<file path="src/rtl/sfdd_pkg.sv">
// ----------------------------------------------------------------------------
// sfdd_pkg
// Shared types and constants for the sensor frame deframer and decoder.
// ----------------------------------------------------------------------------
package sfdd_pkg;

   localparam int PAYLOAD_LEN = 6;
   localparam int CSR_IDX_W   = 2;
   localparam int CSR_DATA_W  = 16;
   localparam int RSP_DATA_W  = 64;

   localparam logic [CSR_IDX_W-1:0] CSR_HEADER_BYTE     = 2'd0;
   localparam logic [CSR_IDX_W-1:0] CSR_TAIL_BYTE       = 2'd1;
   localparam logic [CSR_IDX_W-1:0] CSR_DISTANCE_LIMIT  = 2'd2;
   localparam logic [CSR_IDX_W-1:0] CSR_DISTANCE_OFFSET = 2'd3;

   localparam logic [7:0]  HEADER_RESET      = 8'h3A;
   localparam logic [7:0]  TAIL_RESET        = 8'hFF;
   localparam logic [15:0] LIMIT_RESET       = 16'd1600;
   localparam logic [7:0]  OFFSET_RESET      = 8'd60;
   localparam logic [7:0]  MID_ANGLE_RESET   = 8'd45;
   localparam logic [7:0]  ANGLE_FOLD_THRESH = 8'd90;
   localparam logic [7:0]  ANGLE_FOLD_SUB    = 8'd180;

   typedef struct packed {
      logic [7:0]  header_byte;
      logic [7:0]  tail_byte;
      logic [15:0] distance_limit;
      logic [7:0]  distance_offset;
   } cfg_type;

   typedef struct packed {
      logic                        emit;
      logic                        awaiting_tail;
      logic [PAYLOAD_LEN-1:0][7:0] payload;
   } frame_type;

   typedef struct packed {
      logic signed [8:0] target_distance;
      logic signed [7:0] target_angle;
      logic [15:0]       start_distance;
      logic [7:0]        mid_angle;
      logic [7:0]        end_angle;
      logic [7:0]        start_angle;
   } result_type;

endpackage

</file>
<file path="src/rtl/sfdd_csr.sv">
// ----------------------------------------------------------------------------
// sfdd_csr
// Configuration register bank, written through a plain indexed write port.
// ----------------------------------------------------------------------------
module sfdd_csr (
   input  logic                              clock,
   input  logic                              reset,
   input  logic                              csr_we,
   input  logic [sfdd_pkg::CSR_IDX_W-1:0]    csr_index,
   input  logic [sfdd_pkg::CSR_DATA_W-1:0]   csr_wdata,
   output sfdd_pkg::cfg_type                 cfg
);
   import sfdd_pkg::*;

   cfg_type cfg_ff, cfg_in;

   always_comb begin
      cfg_in = cfg_ff;
      if (csr_we) begin
         unique case (csr_index)
            CSR_HEADER_BYTE:     cfg_in.header_byte     = csr_wdata[7:0];
            CSR_TAIL_BYTE:       cfg_in.tail_byte       = csr_wdata[7:0];
            CSR_DISTANCE_LIMIT:  cfg_in.distance_limit  = csr_wdata[15:0];
            CSR_DISTANCE_OFFSET: cfg_in.distance_offset = csr_wdata[7:0];
            default:             cfg_in = cfg_ff;
         endcase
      end
   end

   always_ff @(posedge clock) begin
      if (reset) begin
         cfg_ff.header_byte     <= HEADER_RESET;
         cfg_ff.tail_byte       <= TAIL_RESET;
         cfg_ff.distance_limit  <= LIMIT_RESET;
         cfg_ff.distance_offset <= OFFSET_RESET;
      end else begin
         cfg_ff <= cfg_in;
      end
   end

   assign cfg = cfg_ff;

endmodule

</file>
<file path="src/rtl/sfdd_parser.sv">
// ----------------------------------------------------------------------------
// sfdd_parser
// Byte-wise frame parser: hunts for the header, collects six payload bytes
// and checks the tail.
// ----------------------------------------------------------------------------
module sfdd_parser (
   input  logic              clock,
   input  logic              reset,
   input  logic              beat,
   input  logic [7:0]        rx_byte,
   input  sfdd_pkg::cfg_type cfg,
   output sfdd_pkg::frame_type frame
);
   import sfdd_pkg::*;

   localparam logic [1:0] PH_HUNT    = 2'd0;
   localparam logic [1:0] PH_PAYLOAD = 2'd1;
   localparam logic [1:0] PH_TAIL    = 2'd2;

   localparam logic [2:0] COUNT_FIRST = 3'd1;
   localparam logic [2:0] COUNT_LAST  = 3'(PAYLOAD_LEN);

   logic [1:0] phase_ff, phase_in;
   logic [2:0] count_ff, count_in;
   logic [PAYLOAD_LEN-1:0][7:0] store_ff;

   always_comb begin
      phase_in = phase_ff;
      count_in = count_ff;
      if (beat) begin
         unique case (phase_ff)
            PH_PAYLOAD: begin
               if (count_ff >= COUNT_LAST) begin
                  count_in = COUNT_FIRST;
                  phase_in = PH_TAIL;
               end else begin
                  count_in = count_ff + 3'd1;
               end
            end
            PH_TAIL: phase_in = PH_HUNT;
            default: phase_in = (rx_byte == cfg.header_byte) ? PH_PAYLOAD : PH_HUNT;
         endcase
      end
   end

   always_ff @(posedge clock) begin
      if (reset) begin
         phase_ff <= PH_HUNT;
         count_ff <= COUNT_FIRST;
      end else begin
         phase_ff <= phase_in;
         count_ff <= count_in;
      end
   end

   always_ff @(posedge clock) begin
      for (int i = 0; i < PAYLOAD_LEN; i++) begin
         if (beat && phase_ff == PH_PAYLOAD && count_ff == 3'(i + 1)) begin
            store_ff[i] <= rx_byte;
         end
      end
   end

   assign frame.awaiting_tail = (phase_ff == PH_TAIL);
   assign frame.emit          = beat && (phase_ff == PH_TAIL) && (rx_byte == cfg.tail_byte);
   assign frame.payload       = store_ff;

endmodule

</file>
<file path="src/rtl/sfdd_decode.sv">
// ----------------------------------------------------------------------------
// sfdd_decode
// Decodes a closed frame into the result register and keeps the last good
// distance and mid angle.
// ----------------------------------------------------------------------------
module sfdd_decode (
   input  logic                  clock,
   input  logic                  reset,
   input  sfdd_pkg::frame_type   frame,
   input  sfdd_pkg::cfg_type     cfg,
   input  logic                  rsp_tready,
   output logic                  rsp_tvalid,
   output sfdd_pkg::result_type  result,
   output logic                  held
);
   import sfdd_pkg::*;

   logic        valid_ff, valid_in;
   result_type  result_ff, result_in;
   logic        held_ff, held_in;
   logic [15:0] last_dist_ff, last_dist_in;
   logic [7:0]  last_mid_ff, last_mid_in;

   logic [8:0]  angle_sum;
   logic [15:0] raw_dist;
   logic        over;

   always_comb begin
      angle_sum = {1'b0, frame.payload[0]} + {1'b0, frame.payload[1]};
      raw_dist  = {frame.payload[2], frame.payload[3]};
      over      = raw_dist > cfg.distance_limit;

      result_in.start_angle    = frame.payload[0];
      result_in.end_angle      = frame.payload[1];
      result_in.mid_angle      = over ? last_mid_ff  : angle_sum[8:1];
      result_in.start_distance = over ? last_dist_ff : raw_dist;
      result_in.target_angle   = (frame.payload[4] > ANGLE_FOLD_THRESH)
                                 ? signed'(frame.payload[4] - ANGLE_FOLD_SUB)
                                 : signed'(frame.payload[4]);
      result_in.target_distance = signed'({1'b0, frame.payload[5]}
                                          - {1'b0, cfg.distance_offset});
      held_in = over;

      valid_in     = frame.emit ? 1'b1 : (valid_ff && !rsp_tready);
      last_dist_in = frame.emit ? result_in.start_distance : last_dist_ff;
      last_mid_in  = frame.emit ? result_in.mid_angle      : last_mid_ff;
   end

   always_ff @(posedge clock) begin
      if (reset) begin
         valid_ff     <= 1'b0;
         last_dist_ff <= '0;
         last_mid_ff  <= MID_ANGLE_RESET;
      end else begin
         valid_ff     <= valid_in;
         last_dist_ff <= last_dist_in;
         last_mid_ff  <= last_mid_in;
      end
   end

   always_ff @(posedge clock) begin
      if (frame.emit) begin
         result_ff <= result_in;
         held_ff   <= held_in;
      end
   end

   assign rsp_tvalid = valid_ff;
   assign result     = result_ff;
   assign held       = held_ff;

endmodule

</file>
<file path="src/rtl/sensor_frame_deframer_decoder.sv">
// ----------------------------------------------------------------------------
// sensor_frame_deframer_decoder
// Output: a frame result appears in the cycle after its tail beat is taken.
// Throughput: one byte per cycle; the tail beat waits only while a previous
// result is still held in the single output register.
// Reset: synchronous, active high; control and CSR regs reset, parser hunts.
// Deframes header/six payload/tail byte frames and decodes the payload.
// ----------------------------------------------------------------------------
module sensor_frame_deframer_decoder (
   input  logic                            clock,
   input  logic                            reset,
   input  logic                            req_tvalid,
   output logic                            req_tready,
   input  logic [7:0]                      req_tdata,  // [7:0] rx_byte
   output logic                            rsp_tvalid,
   input  logic                            rsp_tready,
   // [7:0] start_angle, [15:8] end_angle, [23:16] mid_angle,
   // [39:24] start_distance, [47:40] target_angle, [56:48] target_distance,
   // [63:57] zero
   output logic [sfdd_pkg::RSP_DATA_W-1:0] rsp_tdata,
   output logic                            rsp_tuser,  // [0] distance_held
   input  logic                            csr_we,
   input  logic [sfdd_pkg::CSR_IDX_W-1:0]  csr_index,
   input  logic [sfdd_pkg::CSR_DATA_W-1:0] csr_wdata
);
   import sfdd_pkg::*;

   cfg_type    cfg;
   frame_type  frame;
   result_type result;
   logic       beat;

   assign req_tready = !rsp_tvalid || rsp_tready || !frame.awaiting_tail;
   assign beat       = req_tvalid && req_tready;

   sfdd_csr u_csr (
      .clock     (clock),
      .reset     (reset),
      .csr_we    (csr_we),
      .csr_index (csr_index),
      .csr_wdata (csr_wdata),
      .cfg       (cfg)
   );

   sfdd_parser u_parser (
      .clock   (clock),
      .reset   (reset),
      .beat    (beat),
      .rx_byte (req_tdata),
      .cfg     (cfg),
      .frame   (frame)
   );

   sfdd_decode u_decode (
      .clock      (clock),
      .reset      (reset),
      .frame      (frame),
      .cfg        (cfg),
      .rsp_tready (rsp_tready),
      .rsp_tvalid (rsp_tvalid),
      .result     (result),
      .held       (rsp_tuser)
   );

   assign rsp_tdata = {{(RSP_DATA_W - $bits(result_type)){1'b0}}, result};

`ifndef NO_ASSERTIONS
   a_no_emit_when_blocked: assert property (@(posedge clock) disable iff (reset)
      (rsp_tvalid && !rsp_tready) |-> !frame.emit)
      else $error("frame closed while result register still occupied");

   a_emit_shows_result: assert property (@(posedge clock) disable iff (reset)
      frame.emit |=> rsp_tvalid)
      else $error("closed frame produced no result beat");

   a_tail_stall_only: assert property (@(posedge clock) disable iff (reset)
      !req_tready |-> (frame.awaiting_tail && rsp_tvalid))
      else $error("input stalled outside the tail position");
`endif

endmodule
</file>
<file path="config.mk">
export PLATFORM = sky130hd
export DESIGN_NAME = sensor_frame_deframer_decoder
export DESIGN_NICKNAME = d
export VERILOG_FILES = /design/src/rtl/sfdd_pkg.sv /design/src/rtl/sfdd_csr.sv /design/src/rtl/sfdd_parser.sv /design/src/rtl/sfdd_decode.sv /design/src/rtl/sensor_frame_deframer_decoder.sv
export SDC_FILE = /design/constraint.sdc
export NUM_CORES = 1
export LEC_CHECK = 0
export BUFFER_PORTS_ARGS = -buffer_cell sky130_fd_sc_hd__buf_4
export CORE_MARGIN = 10
export CORE_UTILIZATION = 30
export DETAILED_ROUTE_END_ITERATION = 8
export SYNTH_ARGS = -nofsm -noshare
export SYNTH_HDL_FRONTEND = slang
export SYNTH_SLANG_ARGS = --single-unit
</file>
<file path="constraint.sdc">
create_clock -name clock -period 5.22 [get_ports clock]
set_input_delay 0.261 -clock clock [delete_from_list [all_inputs] [get_ports clock]]
set_output_delay 0.261 -clock clock [all_outputs]
set_load 0.01 [all_outputs]
</file>
[After elaboration in Yosys (flattened, before gate mapping)]
Index checks and enable logic that the tools add are counted.
Word-level totals
  bits in registers: 176
  bits of input ports: 31
  output and inout bits: 67
  logic and storage cells: 74
Cells by class
  $add $sub $neg: 4
  $lt $le $gt $ge: 3
  eq/ne operators: 14
  muxes and demuxes: 8
  reductions and logical operators: 23
Operator list (number)
  $eq 8x8->1: 2
  $gt 16x16->1: 1
  $mux 16: 1
  $mux 8: 2
  $reduce_and 2->1: 6
  $logic_and 1x1->1: 11
  $add 8x8->9: 1
  $eq 3x3->1 const B: 3
  $sub 8x8->9: 1
  $gt 8x7->1 const B: 1
  $sub 8x8->8 const B: 1
  $eq 2x2->1 const B: 3
  $eq 3x2->1 const B: 2
  $eq 2x1->1 const B: 2
  $pmux 2 s2: 1
  $add 3x1->3 const B: 1
  $eq 3x1->1 const B: 1
  $ge 3x3->1 const B: 1
  $logic_not 1->1: 3
  $mux 3: 1
  $logic_not 2->1: 1
  $logic_or 1x1->1: 2
  $mux 1: 2
  $mux 2: 1
  $ne 2x1->1 const B: 1

[Depth between registers and ports, before layout]
Gate-level depths: netlist (run 1).
  word-level depth: 7
  gate-level depth with buffers: 10
  depth with buffers taken out: 9

[Modules after synthesis]
Synthesis (run 1) repeated with hierarchy kept, for this count alone.
Second synthesis, totals
  cell total of the unflattened synthesis: 628
  area total of the unflattened synthesis: 7890.1 um^2
Modules (own cells, without submodules)
  sfdd_decode: times used 1, cells each 346, area each 4195.3 um^2
  sfdd_parser: times used 1, cells each 113, area each 1989.4 um^2
  sfdd_csr: times used 1, cells each 159, area each 1622.8 um^2
  sensor_frame_deframer_decoder: times used 1, cells each 10, area each 82.6 um^2

[Least setup slack after synthesis (run 1)]
No wires, ideal clock.
  kind: register to register
  from: register u_parser.store_ff, in the netlist u_parser.frame[22]
  to: register u_decode.result_ff, in the netlist u_decode.result[23] (data pin)
  library setup time: 0.260 ns
  data arrival time: 2.089 ns
  data required time: 4.960 ns
  path slack: 2.871 ns
  cell stages (with the launch flop): 9
  path through: edfxtp_1 -> ha_1 -> a21oi_1 -> nand2_1 -> a221o_1 -> o31ai_4 -> buf_6 -> buf_6 -> mux2_4
RTL lines
  from (decl): line sfdd_parser.sv:25  | logic [PAYLOAD_LEN-1:0][7:0] store_ff;
  from (signal, indexed assignment): line sfdd_parser.sv:59  | store_ff[i] <= rx_byte;
  to (signal assigned): line sfdd_decode.sv:63  | result_ff <= result_in;
  to (decl): line sfdd_decode.sv:19  | result_type result_ff, result_in;

[Worst setup path after layout (run 1)]
  from: register u_parser.phase_ff[1]
  to: register u_decode.last_mid_ff[7]
On the way
  longest elaborated chain between the ends: 6
Ends and longest elaborated chain
  from (decl): line sfdd_parser.sv:23  | logic [1:0] phase_ff, phase_in;
  from (signal assigned): line sfdd_parser.sv:51  | phase_ff <= phase_in;
  $eq 2x2->1 *: line sfdd_parser.sv:64, sfdd_parser.sv:65
  $logic_not 1->1: line sensor_frame_deframer_decoder.sv:33  | assign req_tready = !rsp_tvalid || rsp_tready || !frame.awaiting_tail;
  $logic_or 1x1->1: line sensor_frame_deframer_decoder.sv:33
  $logic_and 1x1->1: line sensor_frame_deframer_decoder.sv:34  | assign beat = req_tvalid && req_tready;
  $logic_and 1x1->1 * (2 in series): line sfdd_parser.sv:65  | assign frame.emit = beat && (phase_ff == PH_TAIL) && (rx_byte == cfg.tail_byte);
  to (signal assigned): line sfdd_decode.sv:57  | last_mid_ff <= last_mid_in;
  to (decl): line sfdd_decode.sv:22  | logic [7:0] last_mid_ff, last_mid_in;
Mark *: on every way between the ends. The rest lies on a longest branch, timed or not.
A chain may end at the register's enable or synchronous reset.

==> metrics.md, run 1 <==
| Metric | Value |
|---|---|
| Outcome | `completed` |
| First-pass GRT wire length | `28.6 mm` |
| Layout cell share with drive strength beyond 1 | `20.1%` |
| Final setup TNS | `0 ns` |
| Syn Std Cell Area | `7670 um2` |
| Hold_buf cts | `0` |
| Via density | `4.62` |
| Gr usage total | `11.2%` |
| Netlist cell types | `51` |
| Initial core utilization | `30.5%` |
| Max Cap Viol | `0` |
| Via count | `5091` |
| Final setup viols | `0` |
| Largest cells by area after synthesis | `edfxtp_1 (41%), dfxtp_1 (18%), ha_1 (6.7%)` |
| Seq/Total Area, Yosys | `59.8%` |
| GRT overflow | `0` |
| Final wirelength | `18.2 mm` |
| Critical path capture point type | `flop` |
| Final hold vios | `0` |
| Max H-tree Level | `4` |
| Max-slew headroom | `37.0%` |
| Tmin final | `3.16 ns` |
| Final Slew Violations | `0` |
| Die area | `32400 um2` |
| Clk root buf | `clkbuf_16` |
| Largest net degree at the start of global routing | `61` |
| Diode count | `0` |
| TritonCTS clock tree | `done` |
| Vias in the first global route | `4960` |
| Pwr/cell area | `306 nW/um2` |
| DR WL/cell | `16.5 um` |
| Arrival @ worst endpoint | `3.54 ns` |
| Cells after Synth | `673` |
| Cell taking the most area after synthesis | `edfxtp_1` |
| Worst skew pair latency | `0.44 ns` |
| Violation count after the first detailed-route iteration | `448` |
| Synthesized area per cell | `11.4 um2` |
| Pre-CTS WS | `2.10 ns` |
| Synthesized flop and latch total | `176` |
| Die X | `180 um` |
| Yosys Warn Count | `0` |
| Rows | `58` |
| Final HPWL DP | `13.0 mm` |
| CTS resizes | `0` |
| Max Root-Sink Buffers | `2` |
| Post-CTS Setup Bufs | `0` |
| Port Buf Inserts | `90` |
| # IOs | `98` |
| RSZ-0062 raised after global routing | `false` |
| Design Power | `2.82 mW` |
| Fillers | `2495` |
| Antenna-violating nets left | `0` |
| Fmax | `0.316 GHz` |
| WS Path Type | `reg -> reg` |
| GPL Wtd Cong | `0.787` |
| Drt drc | `0` |
| Area Growth Syn to Fin | `20.0%` |
| Ys flop type | `edfxtp_1` |
| Crit path required time | `5.60 ns` |
| Worst-path clk slew | `0.07 ns` |
| Area of the multi-input gates | `2760 um2` |
| FF+latch area | `4580 um2` |
| Critical Path Source Type | `flop` |
| Final Core Density | `36.6%` |
| Die Ht | `180 um` |
| Number of synthesized flops with an enable pin | `106` |
| CTS Buf Count | `17` |
| DP Area | `8650 um2` |
| Max FO, Critical Path | `60` |
| Hold slack | `0.0567 ns` |
| Initial antenna violation count | `0` |
| Sink Count | `176` |
| Core area | `25200 um2` |
| Final nets | `834` |
| Leak | `3.48 nW` |
| Crit share post-route | `60.5%` |
| Ys async rst share | `0%` |
| Placed Cells incl. Taps | `1071` |
| Hold Path Class | `in -> reg` |
| Fin cells | `1103` |
| Drt pass-1 iters | `5` |
| Peak VDD IR | `0.000223 V` |
| Setup WS post-layout | `2.06 ns` |
| Cell area after layout | `9210 um2` |
| Worst-Margin Slew | `0.940 ns` |
| Post-synth top area share | `41.5%` |
| Worst Skew | `0.0185 ns` |
## cells by family after synthesis
logic type | synth area share (%)
multiplexers | 4.31
other | 0.0489
flip-flops | 59.8
adder cells (fa/ha/maj) | 7.21
XOR/XNOR | 3.08
AO/OA/AOI/OAI | 9.28
buffers and inverters | 4.58
AND/OR/NAND/NOR | 11.7
## sequential cells by signal, indices dropped and copies added, names as in the netlist
| signal | cells |
|---|---|
| u_parser.frame | 48 |
| u_parser.phase_ff | 2 |
| u_csr.cfg | 40 |
| u_decode.last_dist_ff | 16 |
| u_parser.count_ff | 3 |
| u_decode.rsp_tvalid | 1 |
| u_decode.last_mid_ff | 8 |
| u_decode.held | 1 |
| u_decode.result | 57 |
## synth_stat cells, drive strengths merged, types with 3 or more instances
cell / instances
edfxtp: 106
nand2: 86
dfxtp: 70
a21oi: 53
inv: 45
ha: 41
nand3: 41
o21ai: 40
nor2: 24
xor2: 21
mux2: 20
buf: 17
clkbuf: 15
nor3: 11
mux2i: 9
and3: 7
o211ai: 7
nand4: 6
xnor2: 6
a31oi: 5
nor2b: 5
a21boi: 4
a21o: 4
and2: 4
nor4: 4
or2: 3
## layer usage
layer / vias up / global-route usage (%) / wire length, um
li1: 2539 / - / -
met1: 2406 / 15.1 / 8770
met2: 130 / 16.9 / 8180
met3: 16 / 3.27 / 1090
met4: 0 / 3.44 / 193
met5: - / 0 / 0
## worst paths after layout
kind / startpoint / end / slack (ns) / cells after the start
setup / recovery: u_parser.phase_ff[1] / u_decode.last_mid_ff[7] / 2.06 / 8
hold / removal: csr_wdata[9] / u_csr.cfg[17] / 0.06 / 3
setup reg to reg: u_parser.phase_ff[1] / u_decode.last_mid_ff[7] / 2.06 / 8
hold reg to reg: u_csr.cfg[19] / u_csr.cfg[19] / 0.46 / 2
## layout make-up
type	instances	share of cell area [%]
sequential	176	49.8
multi-input combinational	424	29.9
timing repair buffer	94	7.80
clock buffer	20	4.85
tap	330	4.48
inverter	47	1.92
clock inverter	12	1.21
## power by group
group | internal, mW | leakage (nW) | switching (mW)
Clock | 0.671 | 0.267 | 0.536
Combinational | 0.0475 | 1.69 | 0.0776
Sequential | 1.48 | 1.52 | 0.00671
Total | 2.20 | 3.48 | 0.621
## critical path, cell delays in order, from the launching register on
cell     delay [ns]
dfxtp_1        0.38
ha_1           0.21
nand2_1        0.06
nor3_1         0.27
nand3_1        0.70
inv_2          0.76
buf_12         0.34
a21o_1         0.16
o311a_1        0.15
## cell usage in the layout, fill, tap and decap left out, types with 2 or more instances in the layout
| master | instances |
|---|---|
| nor2b_1 | 5 |
| buf_4 | 93 |
| mux2_4 | 4 |
| and2_1 | 4 |
| nand2_1 | 86 |
| o21ai_0 | 40 |
| and3_1 | 7 |
| nor3_1 | 10 |
| o21a_1 | 2 |
| mux2_2 | 16 |
| nor2_1 | 24 |
| clkinv_2 | 3 |
| clkinv_4 | 3 |
| clkinvlp_4 | 3 |
| clkbuf_1 | 2 |
| nand4_1 | 5 |
| edfxtp_1 | 106 |
| conb_1 | 7 |
| nand2b_1 | 2 |
| a21o_1 | 4 |
| dfxtp_1 | 70 |
| inv_1 | 44 |
| a31oi_1 | 5 |
| clkbuf_16 | 17 |
| xnor2_1 | 6 |
| a21boi_0 | 2 |
| o211ai_1 | 7 |
| xor2_1 | 21 |
| inv_6 | 2 |
| nand3_1 | 41 |
| ha_1 | 41 |
| nor4_1 | 3 |
| mux2i_1 | 9 |
| a21oi_1 | 53 |
| fa_1 | 2 |
| inv_2 | 2 |
| or2_2 | 3 |
(Power assumes the default switching activity.)
==> run 2, diff against run 1 <==
- clock period: 5.22 -> 3 ns (I/O delays scaled with it)
==> run 2 against run 1 <==
Against the previous run:
- sequential share of layout area is 1.1 points lower
- worst hold slack worse by 0.029 ns
- flip-flop and latch count stayed put
- clock skew is 0.0048 ns lower
- die area stayed put
- clock-buffer cell count is 2 lower
- maximum frequency is 19% higher
- non-clock buffer count is 20 higher
- critical path type unchanged
- critical endpoint is now u_decode.result[29]
==> metrics.md, run 2 (synthesis gave the netlist of run 1 again) <==
| Metric | Value |
|---|---|
| Final hold vios | `0 (unchanged)` |
| Final Slew Violations | `0 (unchanged)` |
| Fmax | `0.378 GHz (+19%)` |
| Final nets | `854 (+2.4%)` |
| Fillers | `2469 (-1.0%)` |
| Outcome | `completed` |
| DR WL/cell | `16.3 um (-1.4%)` |
| Worst path bufs/invs | `1 (-1)` |
| Violation count after the first detailed-route iteration | `424 (-5.4%)` |
| Critical path capture point type | `flop` |
| Peak VDD IR | `0.000256 V (+15%)` |
| Rows | `58 (unchanged)` |
| First-pass GRT wire length | `29.2 mm (+1.9%)` |
| Sequential share of power | `51.2% (-1.5 points)` |
| Area of the multi-input gates | `2760 um2 (unchanged)` |
| Via count | `5191 (+2.0%)` |
| Antenna-violating nets left | `0 (unchanged)` |
| Final setup viols | `0 (unchanged)` |
| Via density | `4.62 (+0.15%)` |
| Hold Path Class | `in -> reg` |
| Die X | `180 um (unchanged)` |
| CTS Buf Count | `17 (unchanged)` |
| TritonCTS clock tree | `done` |
| FF+latch area | `4580 um2 (unchanged)` |
| Layout cell share with drive strength beyond 1 | `20.3% (+0.25 points)` |
| Hold slack | `0.0274 ns (-0.0293 ns)` |
| Vias in the first global route | `5252 (+5.9%)` |
| Worst-path clk slew | `0.07 ns (about the same)` |
| Leak | `3.60 nW (+3.2%)` |
| Tmin final | `2.65 ns (-0.514 ns)` |
| Slowest stage cell, crit path | `edfxtp_1` |
| Max H-tree Level | `4 (unchanged)` |
| Initial core utilization | `30.5% (unchanged)` |
| Commonest non-fill, non-tap cell in the layout | `edfxtp_1` |
| Max FO, Critical Path | `17 (-72%)` |
| Combinational share of power | `4.8% (+0.4 points)` |
| Crit share post-route | `88.2% (+28 points)` |
| Worst-Margin Slew | `0.547 ns (-0.393 ns)` |
| GRT overflow | `0 (unchanged)` |
| Max Root-Sink Buffers | `2 (unchanged)` |
| Final wirelength | `18.3 mm (+0.36%)` |
| Design Power | `5.04 mW (+79%)` |
| GPL Wtd Cong | `0.817 (+3.8%)` |
| Worst skew pair latency | `0.42 ns (-0.02 ns)` |
| WS Path Type | `reg -> reg` |
| Final setup TNS | `0 ns (unchanged)` |
| # IOs | `98 (unchanged)` |
| Most frequent cells in the layout | `edfxtp_1 (106), buf_4 (100), nand2_1 (86), dfxtp_1 (70), a21oi_1 (53)` |
| Arrival @ worst endpoint | `2.82 ns (-0.72 ns)` |
| Gr usage total | `11.2% (+0.052 points)` |
| Drt pass-1 iters | `5 (unchanged)` |
| Largest register FFs | `57 (unchanged)` |
| Crit path largest cell delay | `0.41 ns (-0.35 ns)` |
| FF-to-FF setup slack | `0.35 ns (-1.71 ns)` |
| Diode count | `0 (unchanged)` |
| Critical Path Source Type | `flop` |
| RSZ-0062 raised after global routing | `false` |
| Max Cap Viol | `0 (unchanged)` |
| Net switching power | `1.11 mW (+78%)` |
| Worst Skew | `0.0137 ns (-0.00482 ns)` |
| Drt drc | `0 (unchanged)` |
| Port Buf Inserts | `90 (unchanged)` |
| Final HPWL DP | `13.1 mm (+0.66%)` |
| Sink Count | `176 (unchanged)` |
| Critical-path cell list | `ha_1, a21oi_1, nand2_1, a221o_1, o31ai_4, buf_4, mux2_2` |
| Die area | `32400 um2 (unchanged)` |
| Sw Ratio | `22.0% (-0.078 points)` |
| Pwr/cell area | `535 nW/um2 (+75%)` |
| Area Growth Syn to Fin | `22.9%` |
| Die Ht | `180 um (unchanged)` |
| Initial antenna violation count | `0 (unchanged)` |
| Largest net degree at the start of global routing | `59 (-3.3%)` |
| Max-slew headroom | `63.4% (+26 points)` |
| CP top delay family | `compound AO/OA/AOI/OAI gates` |
| Clk root buf | `clkbuf_16` |
| Clock power frac | `44.0% (+1.1 points)` |
| Core area | `25200 um2 (unchanged)` |
| P_int | `3.93 mW (+79%)` |
| Crit path required time | `3.17 ns (-2.43 ns)` |
==> run 2: cell types whose count changed in the layout (fill, tap and decap cells not counted), sizes merged <==
| cell | change |
|---|---|
| dlygate4sd3 | +13 |
| buf | +7 |
| inv | +4 |
| clkinvlp | -3 |
| clkbuf | -2 |
| bufinv | +1 |
==> run 2: metrics by stage <==
step | worst slack (ns) | utilization, % | cells | instance area (um2)
detailed placement | 0.349 | 34.6 | 1078 | 8700
floorplan | 0.651 | - | 679 | 7690
CTS | 0.356 | 37.4 | 1123 | 9420
global placement | 0.418 | 34.6 | 1078 | 8700
finish | 0.354 | 37.4 | 1123 | 9420
global route | 0.152 | 37.4 | 1123 | 9420
==> run 2: power groups by stage <==
| stage | clock network, mW | registers, mW | logic, mW |
|---|---|---|---|
| after global placement | 0 | 2.63 | 0.225 |
| after global routing | 2.38 | 2.58 | 0.267 |
| final | 2.22 | 2.58 | 0.240 |
| after floorplan | 0 | 2.63 | 0.134 |
| after detailed placement | 0 | 2.63 | 0.227 |
| after CTS | 2.28 | 2.58 | 0.242 |
==> run 2: worst paths after layout <==
check                startpoint             endpoint  depth (start not counted)
max reg2reg  u_parser.frame[22]  u_decode.result[29]                          7
min reg2reg       u_csr.cfg[19]        u_csr.cfg[19]                          2
min               csr_wdata[14]        u_csr.cfg[22]                          3
max          u_parser.frame[22]  u_decode.result[29]                          7
==> run 2: worst min-delay path, stage by stage <==
cell	delay (ns)
buf_4	0.11
nand2_1	0.08
a21oi_1	0.07
==> run 2: final cells by class <==
| type | instances | share of cell area (%) |
|---|---|---|
| Clock buffer | 18 | 4.66 |
| Clock inverter | 14 | 1.62 |
| Inverter | 47 | 1.87 |
| Multi-Input combinational cell | 424 | 29.3 |
| Sequential cell | 176 | 48.6 |
| Tap cell | 330 | 4.38 |
| Timing Repair Buffer | 114 | 9.56 |
==> run 2: layer usage <==
| layer | GRT usage, % | share of wire (%) |
|---|---|---|
| met1 | 15.0 | 48 |
| met2 | 17.3 | 45 |
| met3 | 3.29 | 5.7 |
| met4 | 3.14 | 0.91 |
| met5 | 0 | 0 |
==> run 2: timing repair <==
| action | in CTS | in global routing |
|---|---|---|
| hold buffers | 13 | 0 |
| hold endpoints to repair | 22 | 0 |
| gates resized for setup | 0 | 0 |
| setup buffers | 0 | 0 |
| endpoints found under the setup margin | 0 | 0 |
